[src/design/trv_pkg.sv]
// ----------------------------------------------------------------------------
// trv_pkg
// Shared types, constants and round functions for the Trivium stream cipher.
// ----------------------------------------------------------------------------
package trv_pkg;

    localparam int STATE_BITS = 288;
    localparam int KEY_BITS   = 80;
    localparam int IV_BASE    = 93;
    localparam int ROUNDS_PER_CYCLE = 8;

    localparam logic [7:0] REQUIRED_LEN = 8'd10;

    // Configuration register indexes
    localparam logic [2:0] CFG_KEY_UPPER  = 3'd0;
    localparam logic [2:0] CFG_KEY_LOWER  = 3'd1;
    localparam logic [2:0] CFG_IV_UPPER   = 3'd2;
    localparam logic [2:0] CFG_IV_LOWER   = 3'd3;
    localparam logic [2:0] CFG_KEY_LENGTH = 3'd4;
    localparam logic [2:0] CFG_IV_LENGTH  = 3'd5;

    // Operation codes
    localparam logic OP_START = 1'b0;
    localparam logic OP_CRYPT = 1'b1;

    // Status codes
    localparam logic STATUS_OK       = 1'b0;
    localparam logic STATUS_LEN_FAIL = 1'b1;

    typedef struct packed {
        logic       op;
        logic [7:0] data_in;
        logic       message_end;
    } t_in_item;

    typedef struct packed {
        logic [7:0] data_out;
        logic       status;
        logic       message_end_out;
    } t_out_item;

    typedef enum logic {
        ST_RUN,
        ST_WARM
    } t_trv_state;

    // Controller to datapath commands
    typedef struct packed {
        logic accept;      // capture result payload of the accepted item
        logic load_state;  // load key, IV and constant bits
        logic adv8;        // advance eight rounds
        logic adv1;        // advance one round
    } t_trv_cmd;

    // Datapath to controller status
    typedef struct packed {
        logic len_ok;
    } t_trv_stat;

    // One round: {keystream bit, next state}
    function automatic logic [STATE_BITS:0] trv_round(input logic [STATE_BITS-1:0] s);
        logic                  a;
        logic                  b;
        logic                  c;
        logic                  z;
        logic [STATE_BITS-1:0] nx;
        a  = s[65] ^ s[92];
        b  = s[161] ^ s[176];
        c  = s[242] ^ s[287];
        z  = a ^ b ^ c;
        a  = a ^ (s[90] & s[91]) ^ s[170];
        b  = b ^ (s[174] & s[175]) ^ s[263];
        c  = c ^ (s[285] & s[286]) ^ s[68];
        nx = {s[STATE_BITS-2:0], c};
        nx[93]  = a;
        nx[177] = b;
        return {z, nx};
    endfunction

    // Eight rounds: {keystream byte (first bit in bit 7), next state}
    function automatic logic [STATE_BITS+7:0] trv_round8(input logic [STATE_BITS-1:0] s);
        logic [STATE_BITS-1:0] st;
        logic [STATE_BITS:0]   r;
        logic [7:0]            ks;
        st = s;
        ks = '0;
        for (int p = 0; p < ROUNDS_PER_CYCLE; p++) begin
            r  = trv_round(st);
            st = r[STATE_BITS-1:0];
            ks[ROUNDS_PER_CYCLE-1-p] = r[STATE_BITS];
        end
        return {ks, st};
    endfunction

endpackage

[src/design/trv_datapath.sv]
// ----------------------------------------------------------------------------
// trv_datapath
// Cipher state register, configuration registers and result payload register.
// ----------------------------------------------------------------------------
module trv_datapath
    import trv_pkg::*;
(
    input  logic            i_clk,
    input  logic            i_rst_n,
    input  logic            i_cfg_we,
    input  logic [2:0]      i_cfg_index,
    input  logic [63:0]     i_cfg_data,
    input  t_in_item        i_in_data,
    input  t_trv_cmd        i_cmd,
    output t_trv_stat       o_stat,
    output t_out_item       o_out_data
);

    logic [15:0]           r_key_upper;
    logic [63:0]           r_key_lower;
    logic [15:0]           r_iv_upper;
    logic [63:0]           r_iv_lower;
    logic [7:0]            r_key_length;
    logic [7:0]            r_iv_length;
    logic [STATE_BITS-1:0] r_state;
    logic [STATE_BITS-1:0] n_state;
    t_out_item             r_out;
    t_out_item             n_out;

    logic [KEY_BITS-1:0]   key80;
    logic [KEY_BITS-1:0]   iv80;
    logic [STATE_BITS-1:0] load_val;
    logic [STATE_BITS:0]   step1;
    logic [STATE_BITS+7:0] step8;
    logic                  len_ok;

    // Configuration registers
    always_ff @(posedge i_clk) begin
        if (!i_rst_n) begin
            r_key_upper  <= '0;
            r_key_lower  <= '0;
            r_iv_upper   <= '0;
            r_iv_lower   <= '0;
            r_key_length <= REQUIRED_LEN;
            r_iv_length  <= REQUIRED_LEN;
        end else if (i_cfg_we) begin
            unique case (i_cfg_index)
                CFG_KEY_UPPER:  r_key_upper  <= i_cfg_data[15:0];
                CFG_KEY_LOWER:  r_key_lower  <= i_cfg_data;
                CFG_IV_UPPER:   r_iv_upper   <= i_cfg_data[15:0];
                CFG_IV_LOWER:   r_iv_lower   <= i_cfg_data;
                CFG_KEY_LENGTH: r_key_length <= i_cfg_data[7:0];
                CFG_IV_LENGTH:  r_iv_length  <= i_cfg_data[7:0];
                default: ;
            endcase
        end
    end

    assign len_ok        = (r_key_length == REQUIRED_LEN) && (r_iv_length == REQUIRED_LEN);
    assign o_stat.len_ok = len_ok;

    // Load image: byte 0 bit 7 lands at the lowest position
    assign key80 = {r_key_upper, r_key_lower};
    assign iv80  = {r_iv_upper, r_iv_lower};

    always_comb begin
        load_val = '0;
        for (int p = 0; p < KEY_BITS; p++) begin
            load_val[p]           = key80[KEY_BITS-1-p];
            load_val[IV_BASE + p] = iv80[KEY_BITS-1-p];
        end
        load_val[STATE_BITS-3] = 1'b1;
        load_val[STATE_BITS-2] = 1'b1;
        load_val[STATE_BITS-1] = 1'b1;
    end

    // Round logic: eight unrolled rounds and a single round
    assign step8 = trv_round8(r_state);
    assign step1 = trv_round(r_state);

    always_comb begin
        priority if (i_cmd.load_state) begin
            n_state = load_val;
        end else if (i_cmd.adv8) begin
            n_state = step8[STATE_BITS-1:0];
        end else if (i_cmd.adv1) begin
            n_state = step1[STATE_BITS-1:0];
        end else begin
            n_state = r_state;
        end
    end

    always_ff @(posedge i_clk) begin
        if (!i_rst_n) begin
            r_state <= '0;
        end else begin
            r_state <= n_state;
        end
    end

    // Result payload, captured on every accepted item
    always_comb begin
        n_out = r_out;
        if (i_cmd.accept) begin
            n_out.message_end_out = i_in_data.message_end;
            if (i_in_data.op == OP_CRYPT) begin
                n_out.data_out = i_in_data.data_in ^ step8[STATE_BITS+7:STATE_BITS];
                n_out.status   = STATUS_OK;
            end else begin
                n_out.data_out = '0;
                n_out.status   = len_ok ? STATUS_OK : STATUS_LEN_FAIL;
            end
        end
    end

    always_ff @(posedge i_clk) begin
        r_out <= n_out;
    end

    assign o_out_data = r_out;

endmodule

[src/design/trv_ctrl.sv]
// ----------------------------------------------------------------------------
// trv_ctrl
// Handshake and warm-up sequencer for the Trivium stream cipher.
// ----------------------------------------------------------------------------
module trv_ctrl
    import trv_pkg::*;
#(
    parameter int WARMUP_ROUNDS = 1152
)(
    input  logic      i_clk,
    input  logic      i_rst_n,
    input  logic      i_in_valid,
    input  logic      i_in_op,
    input  logic      i_out_stall,
    input  t_trv_stat i_stat,
    output logic      o_in_stall,
    output logic      o_out_valid,
    output t_trv_cmd  o_cmd
);

    localparam int CW = $clog2(WARMUP_ROUNDS + 1);

    t_trv_state r_state;
    t_trv_state n_state;
    logic [CW-1:0] r_cnt;
    logic [CW-1:0] n_cnt;
    logic          r_out_valid;
    logic          n_out_valid;
    logic          accept;
    logic          big_step;

    assign o_in_stall  = (r_state == ST_WARM) || (r_out_valid && i_out_stall);
    assign accept      = i_in_valid && !o_in_stall;
    assign o_out_valid = r_out_valid;
    assign big_step    = (r_cnt >= CW'(ROUNDS_PER_CYCLE));

    always_ff @(posedge i_clk) begin
        if (!i_rst_n) begin
            r_state     <= ST_RUN;
            r_cnt       <= '0;
            r_out_valid <= 1'b0;
        end else begin
            r_state     <= n_state;
            r_cnt       <= n_cnt;
            r_out_valid <= n_out_valid;
        end
    end

    // Next state and datapath commands
    always_comb begin
        n_state          = r_state;
        n_cnt            = r_cnt;
        n_out_valid      = r_out_valid;
        o_cmd.accept     = 1'b0;
        o_cmd.load_state = 1'b0;
        o_cmd.adv8       = 1'b0;
        o_cmd.adv1       = 1'b0;
        unique case (r_state)
            ST_RUN: begin
                // result leaves when the receiver takes it
                if (r_out_valid && !i_out_stall) begin
                    n_out_valid = 1'b0;
                end
                if (accept) begin
                    o_cmd.accept = 1'b1;
                    if (i_in_op == OP_CRYPT) begin
                        o_cmd.adv8  = 1'b1;
                        n_out_valid = 1'b1;
                    end else if (!i_stat.len_ok) begin
                        n_out_valid = 1'b1;
                    end else begin
                        o_cmd.load_state = 1'b1;
                        n_cnt            = CW'(WARMUP_ROUNDS);
                        n_out_valid      = 1'b0;
                        n_state          = ST_WARM;
                    end
                end
            end
            ST_WARM: begin
                // eight rounds a cycle, single rounds for any remainder
                if (big_step) begin
                    o_cmd.adv8 = 1'b1;
                    n_cnt      = r_cnt - CW'(ROUNDS_PER_CYCLE);
                end else begin
                    o_cmd.adv1 = 1'b1;
                    n_cnt      = r_cnt - CW'(1);
                end
                if (n_cnt == '0) begin
                    n_out_valid = 1'b1;
                    n_state     = ST_RUN;
                end
            end
            default: begin
                n_state = ST_RUN;
            end
        endcase
    end

endmodule

[src/design/trivium_stream_cipher_top.sv]
// ----------------------------------------------------------------------------
// trivium_stream_cipher_top
// Trivium stream cipher, 80-bit key and IV, one byte per transfer.
// ----------------------------------------------------------------------------
// Usage:
//   Configuration channel (i_cfg_valid/o_cfg_ready, index and 64-bit data)
//   sets key, IV and declared lengths; write it only while the block is idle.
//   Input channel (i_in_valid/o_in_stall) carries op, data byte, message end.
//   Output channel (o_out_valid/i_out_stall) returns one result per item.
// Latency and throughput:
//   A crypt item runs eight unrolled rounds in the cycle it is taken; its
//   result appears the next cycle, and crypt items sustain one per cycle
//   while the output is not stalled. A start item loads the state in its
//   accept cycle, then the warm-up runs eight rounds per cycle (single
//   rounds for a remainder). The result follows the last warm-up cycle.
//   A start with a bad key or IV length returns status 1 the next cycle
//   and leaves the state alone.
// Reset: lengths set to 10, other registers cleared but the result payload.
// Stall: while the result register is full and stalled, o_in_stall is high;
//   the result holds until taken. o_in_stall is also high during warm-up.
// ----------------------------------------------------------------------------
module trivium_stream_cipher_top
    import trv_pkg::*;
#(
    parameter int WARMUP_ROUNDS = 1152
)(
    input  logic        i_clk,
    input  logic        i_rst_n,
    input  logic        i_cfg_valid,
    output logic        o_cfg_ready,
    input  logic [2:0]  i_cfg_index,
    input  logic [63:0] i_cfg_data,
    input  logic        i_in_valid,
    output logic        o_in_stall,
    input  t_in_item    i_in_data,
    output logic        o_out_valid,
    input  logic        i_out_stall,
    output t_out_item   o_out_data
);

    t_trv_cmd  cmd;
    t_trv_stat stat;
    logic      cfg_we;

    // Configuration writes are always accepted
    assign o_cfg_ready = 1'b1;
    assign cfg_we      = i_cfg_valid && o_cfg_ready;

    trv_ctrl #(
        .WARMUP_ROUNDS (WARMUP_ROUNDS)
    ) u_ctrl (
        .i_clk       (i_clk),
        .i_rst_n     (i_rst_n),
        .i_in_valid  (i_in_valid),
        .i_in_op     (i_in_data.op),
        .i_out_stall (i_out_stall),
        .i_stat      (stat),
        .o_in_stall  (o_in_stall),
        .o_out_valid (o_out_valid),
        .o_cmd       (cmd)
    );

    trv_datapath u_datapath (
        .i_clk       (i_clk),
        .i_rst_n     (i_rst_n),
        .i_cfg_we    (cfg_we),
        .i_cfg_index (i_cfg_index),
        .i_cfg_data  (i_cfg_data),
        .i_in_data   (i_in_data),
        .i_cmd       (cmd),
        .o_stat      (stat),
        .o_out_data  (o_out_data)
    );

endmodule
[config.mk]
export PLATFORM = sky130hd
export DESIGN_NAME = trivium_stream_cipher_top
export DESIGN_NICKNAME = d
export VERILOG_FILES = /design/src/design/trv_pkg.sv /design/src/design/trv_datapath.sv /design/src/design/trv_ctrl.sv /design/src/design/trivium_stream_cipher_top.sv
export SDC_FILE = /design/constraint.sdc
export NUM_CORES = 1
export LEC_CHECK = 0
export BUFFER_PORTS_ARGS = -buffer_cell sky130_fd_sc_hd__buf_4
export CORE_UTILIZATION = 55
export CTS_BUF_LIST = sky130_fd_sc_hd__clkbuf_2 sky130_fd_sc_hd__clkbuf_4 sky130_fd_sc_hd__clkbuf_8
export CTS_CLUSTER_DIAMETER = 50
export DETAILED_ROUTE_END_ITERATION = 10
export HOLD_SLACK_MARGIN = 0.1
export PLACE_DENSITY = 0.72
export SYNTH_ARGS = -nofsm -noshare
export SYNTH_HDL_FRONTEND = slang
export SYNTH_SLANG_ARGS = --single-unit
[constraint.sdc]
create_clock -name i_clk -period 6.5 [get_ports i_clk]
set_input_delay 1.3 -clock i_clk [delete_from_list [all_inputs] [get_ports i_clk]]
set_output_delay 1.3 -clock i_clk [all_outputs]
set_load 0.05 [all_outputs]
# ---- Yosys cells after proc, flatten, opt, wreduce, memory -nomap -nowiden
# Index checks and enable logic that the tools add are counted.
# Widths: inputs -> output; s select.
dict set report totals {
  latchBits 0
  ff_bits 487
  inputBits 82
  n_memories 0
  ram_bits 0
  romBits 0
  word_cells 191
}
dict set report op_classes {
  n_mul 0
  n_reduce_logical 20
  muxes 27
  n_shift 0
  bitwise_logic 115
  addsub 2
  div 0
  n_eq_ne 12
  n_lt_le_gt_ge 1
}
# op count
set op_table {}
lappend op_table {{$mux 288} 3}
lappend op_table {{$xor 1x1->1} 88}
lappend op_table {{$mux 11} 5}
lappend op_table {{$and 1x1->1} 24}
lappend op_table {{$pmux 11 s2} 1}
lappend op_table {{$eq 8x4->1 const B} 2}
lappend op_table {{$reduce_and 2->1} 7}
lappend op_table {{$mux 1} 13}
lappend op_table {{$ge 11x4->1 const B} 1}
lappend op_table {{$logic_not 11->1} 1}
lappend op_table {{$sub 11x1->11 const B} 1}
lappend op_table {{$sub 11x4->11 const B} 1}
lappend op_table {{$xor 8x8->8} 1}
lappend op_table {{$eq 3x2->1 const B} 2}
lappend op_table {{$eq 3x3->1 const B} 2}
lappend op_table {{$pmux 1 s2} 3}
lappend op_table {{$logic_and 1x1->1} 4}
lappend op_table {{$ne 2x1->1 const B} 2}
lappend op_table {{$ne 2x2->1 const B} 2}
lappend op_table {{$eq 3x1->1 const B} 1}
lappend op_table {{$logic_not 3->1} 1}
lappend op_table {{$mux 3} 1}
lappend op_table {{$ne 3x1->1 const B} 1}
lappend op_table {{$reduce_and 3->1} 1}
lappend op_table {{7 further kinds} 9}

# ---- Logic depth before layout (Yosys ltp)
dict set report logic_depth {
  word_depth 8
  depth_mapped 11
}

# ---- Modules after synthesis
# Synthesis repeated with hierarchy kept, for this count alone.
dict set report unflattened {
  hier_cells 2789
  hier_area_um2 22486.6
}
# module area_per_inst_um2 n_inst seq_area_each_um2 cells_per_inst
set by_module_without_submodules {}
lappend by_module_without_submodules {trv_datapath 21549.4 1 9589.2 2666}
lappend by_module_without_submodules {trv_ctrl 925.9 1 260.2 121}
lappend by_module_without_submodules {trivium_stream_cipher_top 11.3 1 0.0 2}

# ---- Worst setup path after synthesis
# No wires, ideal clock.
dict set report synth_path {
  path_type {input-to-output}
  startpoint {input port i_out_stall}
  endpoint {output port o_in_stall}
  arrival_ns 1.766
  setup_slack_ns 3.434
  t_required_ns 5.200
  path_stages 2
  cell_sequence {nand2_1 -> nand2_1}
}
dict set report synth_via {
  elab_chain_cells 2
}
# element line_no
set synth_rtl {}
lappend synth_rtl {{start, declared} trivium_stream_cipher_top.sv:37} ;# input logic i_out_stall,
lappend synth_rtl {{$logic_and 1x1->1} trv_ctrl.sv:32} ;# assign o_in_stall = (r_state == ST_WARM) || (r_out_valid && i_out_stall);
lappend synth_rtl {{$logic_or 1x1->1} trv_ctrl.sv:32}
lappend synth_rtl {{end, declared} trivium_stream_cipher_top.sv:34} ;# output logic o_in_stall,
# No other way between the ends.

# ---- Final worst setup path
dict set report layout_path {
  startpoint {register u_ctrl.r_cnt[3]}
  endpoint {register u_datapath.r_state[157]}
}
dict set report layout_via {
  elab_chain_cells 5
}
# element line_no
set layout_rtl {}
lappend layout_rtl {{start, declared} trv_ctrl.sv:25} ;# logic [CW-1:0] r_cnt;
lappend layout_rtl {{start signal, assigned} trv_ctrl.sv:44} ;# r_cnt <= n_cnt;
lappend layout_rtl {{$ge 11x4->1 *} trv_ctrl.sv:35} ;# assign big_step = (r_cnt >= CW'(ROUNDS_PER_CYCLE));
lappend layout_rtl {{$mux 1} trv_ctrl.sv:81} ;# if (big_step) begin
lappend layout_rtl {{$pmux 1 s2} trv_ctrl.sv:58} ;# unique case (r_state)
lappend layout_rtl {{$mux 288} trv_datapath.sv:84} ;# end else if (i_cmd.adv8) begin
lappend layout_rtl {{$mux 288} trv_datapath.sv:82} ;# priority if (i_cmd.load_state) begin
lappend layout_rtl {{end signal, assigned} trv_datapath.sv:97} ;# r_state <= n_state;
lappend layout_rtl {{end, declared} trv_datapath.sv:25} ;# logic [STATE_BITS-1:0] r_state;
# Every way passes the cells marked *; elsewhere a longest branch is shown, timed or not.
# A chain may end at the register's enable or synchronous reset.

==> results.ini <==
[status]
run_status=finished clean

[cts]
hold_buffers=0
tritoncts=yes
cts_max_level=3
cts_buffer_depth=3
cts_made_buffers=82
clkTransAtPathRegs_ns=0.06
cts.sinks=487
insertion_delay_ns=0.64
ctsResizeCount=0
cts-root-buf=clkbuf_8
postCtsSetupBuffers=0

[sta]
relSlewSlack=0.181
tightest_slew_ns=1.23
final-hold-violation-count=0
fin_tns_setup_ns=0
rsz0062_at_grt=false
setup_viol=0
post-route-period-util=0.585
slew_violations=0
max_freq_mhz=263
fin_crit_ns=3.81
clock_skew_ns=0.0311

[worst_setup_path]
start_kind=flip-flop
slowest_delay_ns=0.82
cp_max_fo=237
reg2reg_depth=10
rr_endpoint=u_datapath.r_state[157]
r2r_slack_ns=2.69
slowest_stage=and2_2
critical_path_required_ns=7.03
r2r_start=u_ctrl.r_cnt[3]
path_class=flip-flop to flip-flop
arrival_ns=4.34
cp-end-kind=flip-flop
cp_top_family=simple AND/OR/NAND/NOR gates
crit_chain=inv_1, ha_1, nor4b_4, nand4_1, buf_12, and2_2, buf_4, nand2_1, and3_1, o22ai_1
critical_path_buf_inv_count=3

[pwr]
leakage_nw=8.01
p_switching_mw=2.47
power.density_mw_per_mm2=341
intPower_mw=5.47
seqPwrFrac=0.449
p_total_mw=7.94
clkPwrFrac=0.359
p_comb_frac=0.193
sw_frac_of_total=0.311
vdd_drop_max_mv=0.229

[job]
max_cap_violations=0

[place]
dp_cells=3034
hpwl_um=36300
gp_congestion=0.889
port_buffers=93

[drt]
dr.first_iter.drc_count=1755
avgRoutedWirePerCell_um=19.1
drt_wl_total_um=60700
vias=19348
drcViolationCount=0
ant_nets=0
dr.pass1.iters=6
routed_via_density=6.09

[min_path]
hold_depth=2
hold_class=flip-flop to flip-flop
hold_path_end=u_datapath.r_key_upper[13]
holdCritStartpoint=u_datapath.r_key_upper[13]

[final_layout]
final_core_util=0.621
layout-drive-gt1-share=0.104
syn_to_final_growth_pct=11.4
fill_cells=3375
nNetsFinal=2692
diodes=0
fin_cells=3175

[yosys]
synth_common_cells=nand2_1 (760), dfxtp_1 (477), a21oi_1 (235)
synth.area.top_cells=dfxtp_1 (46%), nand2_1 (14%), a21oi_1 (5.6%)
synth_seq_cells=487
synth_area_per_cell_um2=7.92
ys_types=58
syn_nets=2723
yosysMostFrequentCell=nand2_1
async_flop_share=0
yosysTopAreaCellShare=0.457
synth_top_area_cell=dfxtp_1
ys_seq_area_frac=0.471
syn_area_mm2=0.0209
synth_top_flop_cell=dfxtp_1
ys_warn_count=0
synthCells=2638
synth-edff-count=10

[global_route]
antenna_found_initial=0
grtUsageTotal=0.313
grt_overflow=0
grt_max_degree=238
grt_pass1_vias=18221
grt_pass1_wl_um=97400

[floorplan]
io_pins=95
fp.dieH_um=197
dieArea_mm2=0.0388
rows=71
die_w_um=197
core_mm2=0.0375
initial_core_util=0.557

## area by class of cell
class / instances / area [µm²] / area share
clock buffer: 126 / 1580 / 0.0678
clock inverter: 15 / 139 / 0.00597
inverter: 11 / 46.3 / 0.00199
multi-input combinational: 1911 / 10100 / 0.435
sequential: 487 / 9850 / 0.423
tap: 511 / 639 / 0.0275
timing repair buffer: 114 / 885 / 0.0380
## through the flow
stage,hold slack [ns],worst slack (ns),cell area [µm²]
6_report,0.453,2.69,23300
5_1_grt,0.468,2.30,23300
4_1_cts,0.452,2.55,23300
3_5_place_dp,0.443,2.16,21600
3_3_place_gp,0.442,2.13,21600
2_1_floorplan,0.432,3.43,20900
## metal layers
metal | GRT usage | vias up | wire, µm
met2 | 0.499 | 772 | 28000
met3 | 0.0465 | 146 | 4150
met1 | 0.420 | 9210 | 26200
met4 | 0.140 | 0 | 2340
li1 | - | 9220 | -
met5 | 0 | - | 0
## worst min-delay path, cell delays in order (launching register included)
cell	delay, ns
dfxtp_1	0.31
nand2_1	0.05
a21oi_1	0.05
## worst max-delay path by stage
| stage | start | endpoint | slack [ns] | depth (start not counted) |
|---|---|---|---|---|
| 2_1_floorplan | i_out_stall | o_in_stall | 3.43 | 2 |
| 3_3_place_gp | i_out_stall | u_datapath.r_state[2] | 2.13 | 8 |
| 3_5_place_dp | i_out_stall | u_datapath.r_state[2] | 2.16 | 8 |
| 4_1_cts | u_ctrl.r_cnt[3] | u_datapath.r_state[157] | 2.55 | 10 |
| 5_1_grt | u_ctrl.r_cnt[3] | u_datapath.r_state[157] | 2.30 | 10 |
| 6_report | u_ctrl.r_cnt[3] | u_datapath.r_state[157] | 2.69 | 10 |
## power groups by stage
stage | registers [mW] | logic (mW) | clock network [mW]
2_1_floorplan | 3.55 | 1.11 | 0
3_3_place_gp | 3.61 | 1.49 | 0
3_5_place_dp | 3.61 | 1.51 | 0
4_1_cts | 3.55 | 1.52 | 2.89
5_1_grt | 3.59 | 1.67 | 3.03
6_report | 3.56 | 1.53 | 2.85
## cell families (layout without fill, tap and decap cells)
family,Yosys count,in the layout,share of synthesized area
and+or+nand+nor,1085,1085,0.214
AOI/OAI and AO/OA,714,714,0.219
DFF,487,487,0.471
buffers and inverters,240,266,0.0475
xor gates and xnor gates,98,98,0.0411
muxes,10,10,0.00491
adders and majority gates,3,3,0.00180
other,1,1,0.000179
## cells in the final DEF, fill, tap and decap left out, types with 8 or more instances in the layout
| cell type | n |
|---|---|
| o221ai_1 | 113 |
| a21oi_1 | 235 |
| nand3_1 | 10 |
| mux2i_1 | 8 |
| a31oi_1 | 119 |
| nor2_1 | 132 |
| nor3_1 | 95 |
| o21ai_0 | 22 |
| clkbuf_4 | 25 |
| xnor2_1 | 73 |
| inv_1 | 10 |
| o211ai_1 | 38 |
| xor2_1 | 25 |
| a22oi_1 | 29 |
| nand2_1 | 758 |
| clkbuf_8 | 101 |
| nor2b_1 | 10 |
| o22ai_1 | 125 |
| dfxtp_1 | 477 |
| a211oi_1 | 14 |
| buf_4 | 111 |
| clkinv_2 | 8 |
| and3_1 | 37 |
| edfxtp_1 | 10 |
## registers in the layout, indices dropped and copies added (netlist names)
register	flops
u_datapath.r_key_length	8
u_datapath.r_key_lower	64
u_ctrl.r_state	1
u_datapath.r_key_upper	16
u_datapath.r_iv_length	8
u_datapath.r_iv_upper	16
u_ctrl.r_cnt	11
u_ctrl.o_out_valid	1
u_datapath.r_state	288
u_datapath.r_iv_lower	64
u_datapath.o_out_data	10
No activity file was read; power rests on OpenSTA's default activity.
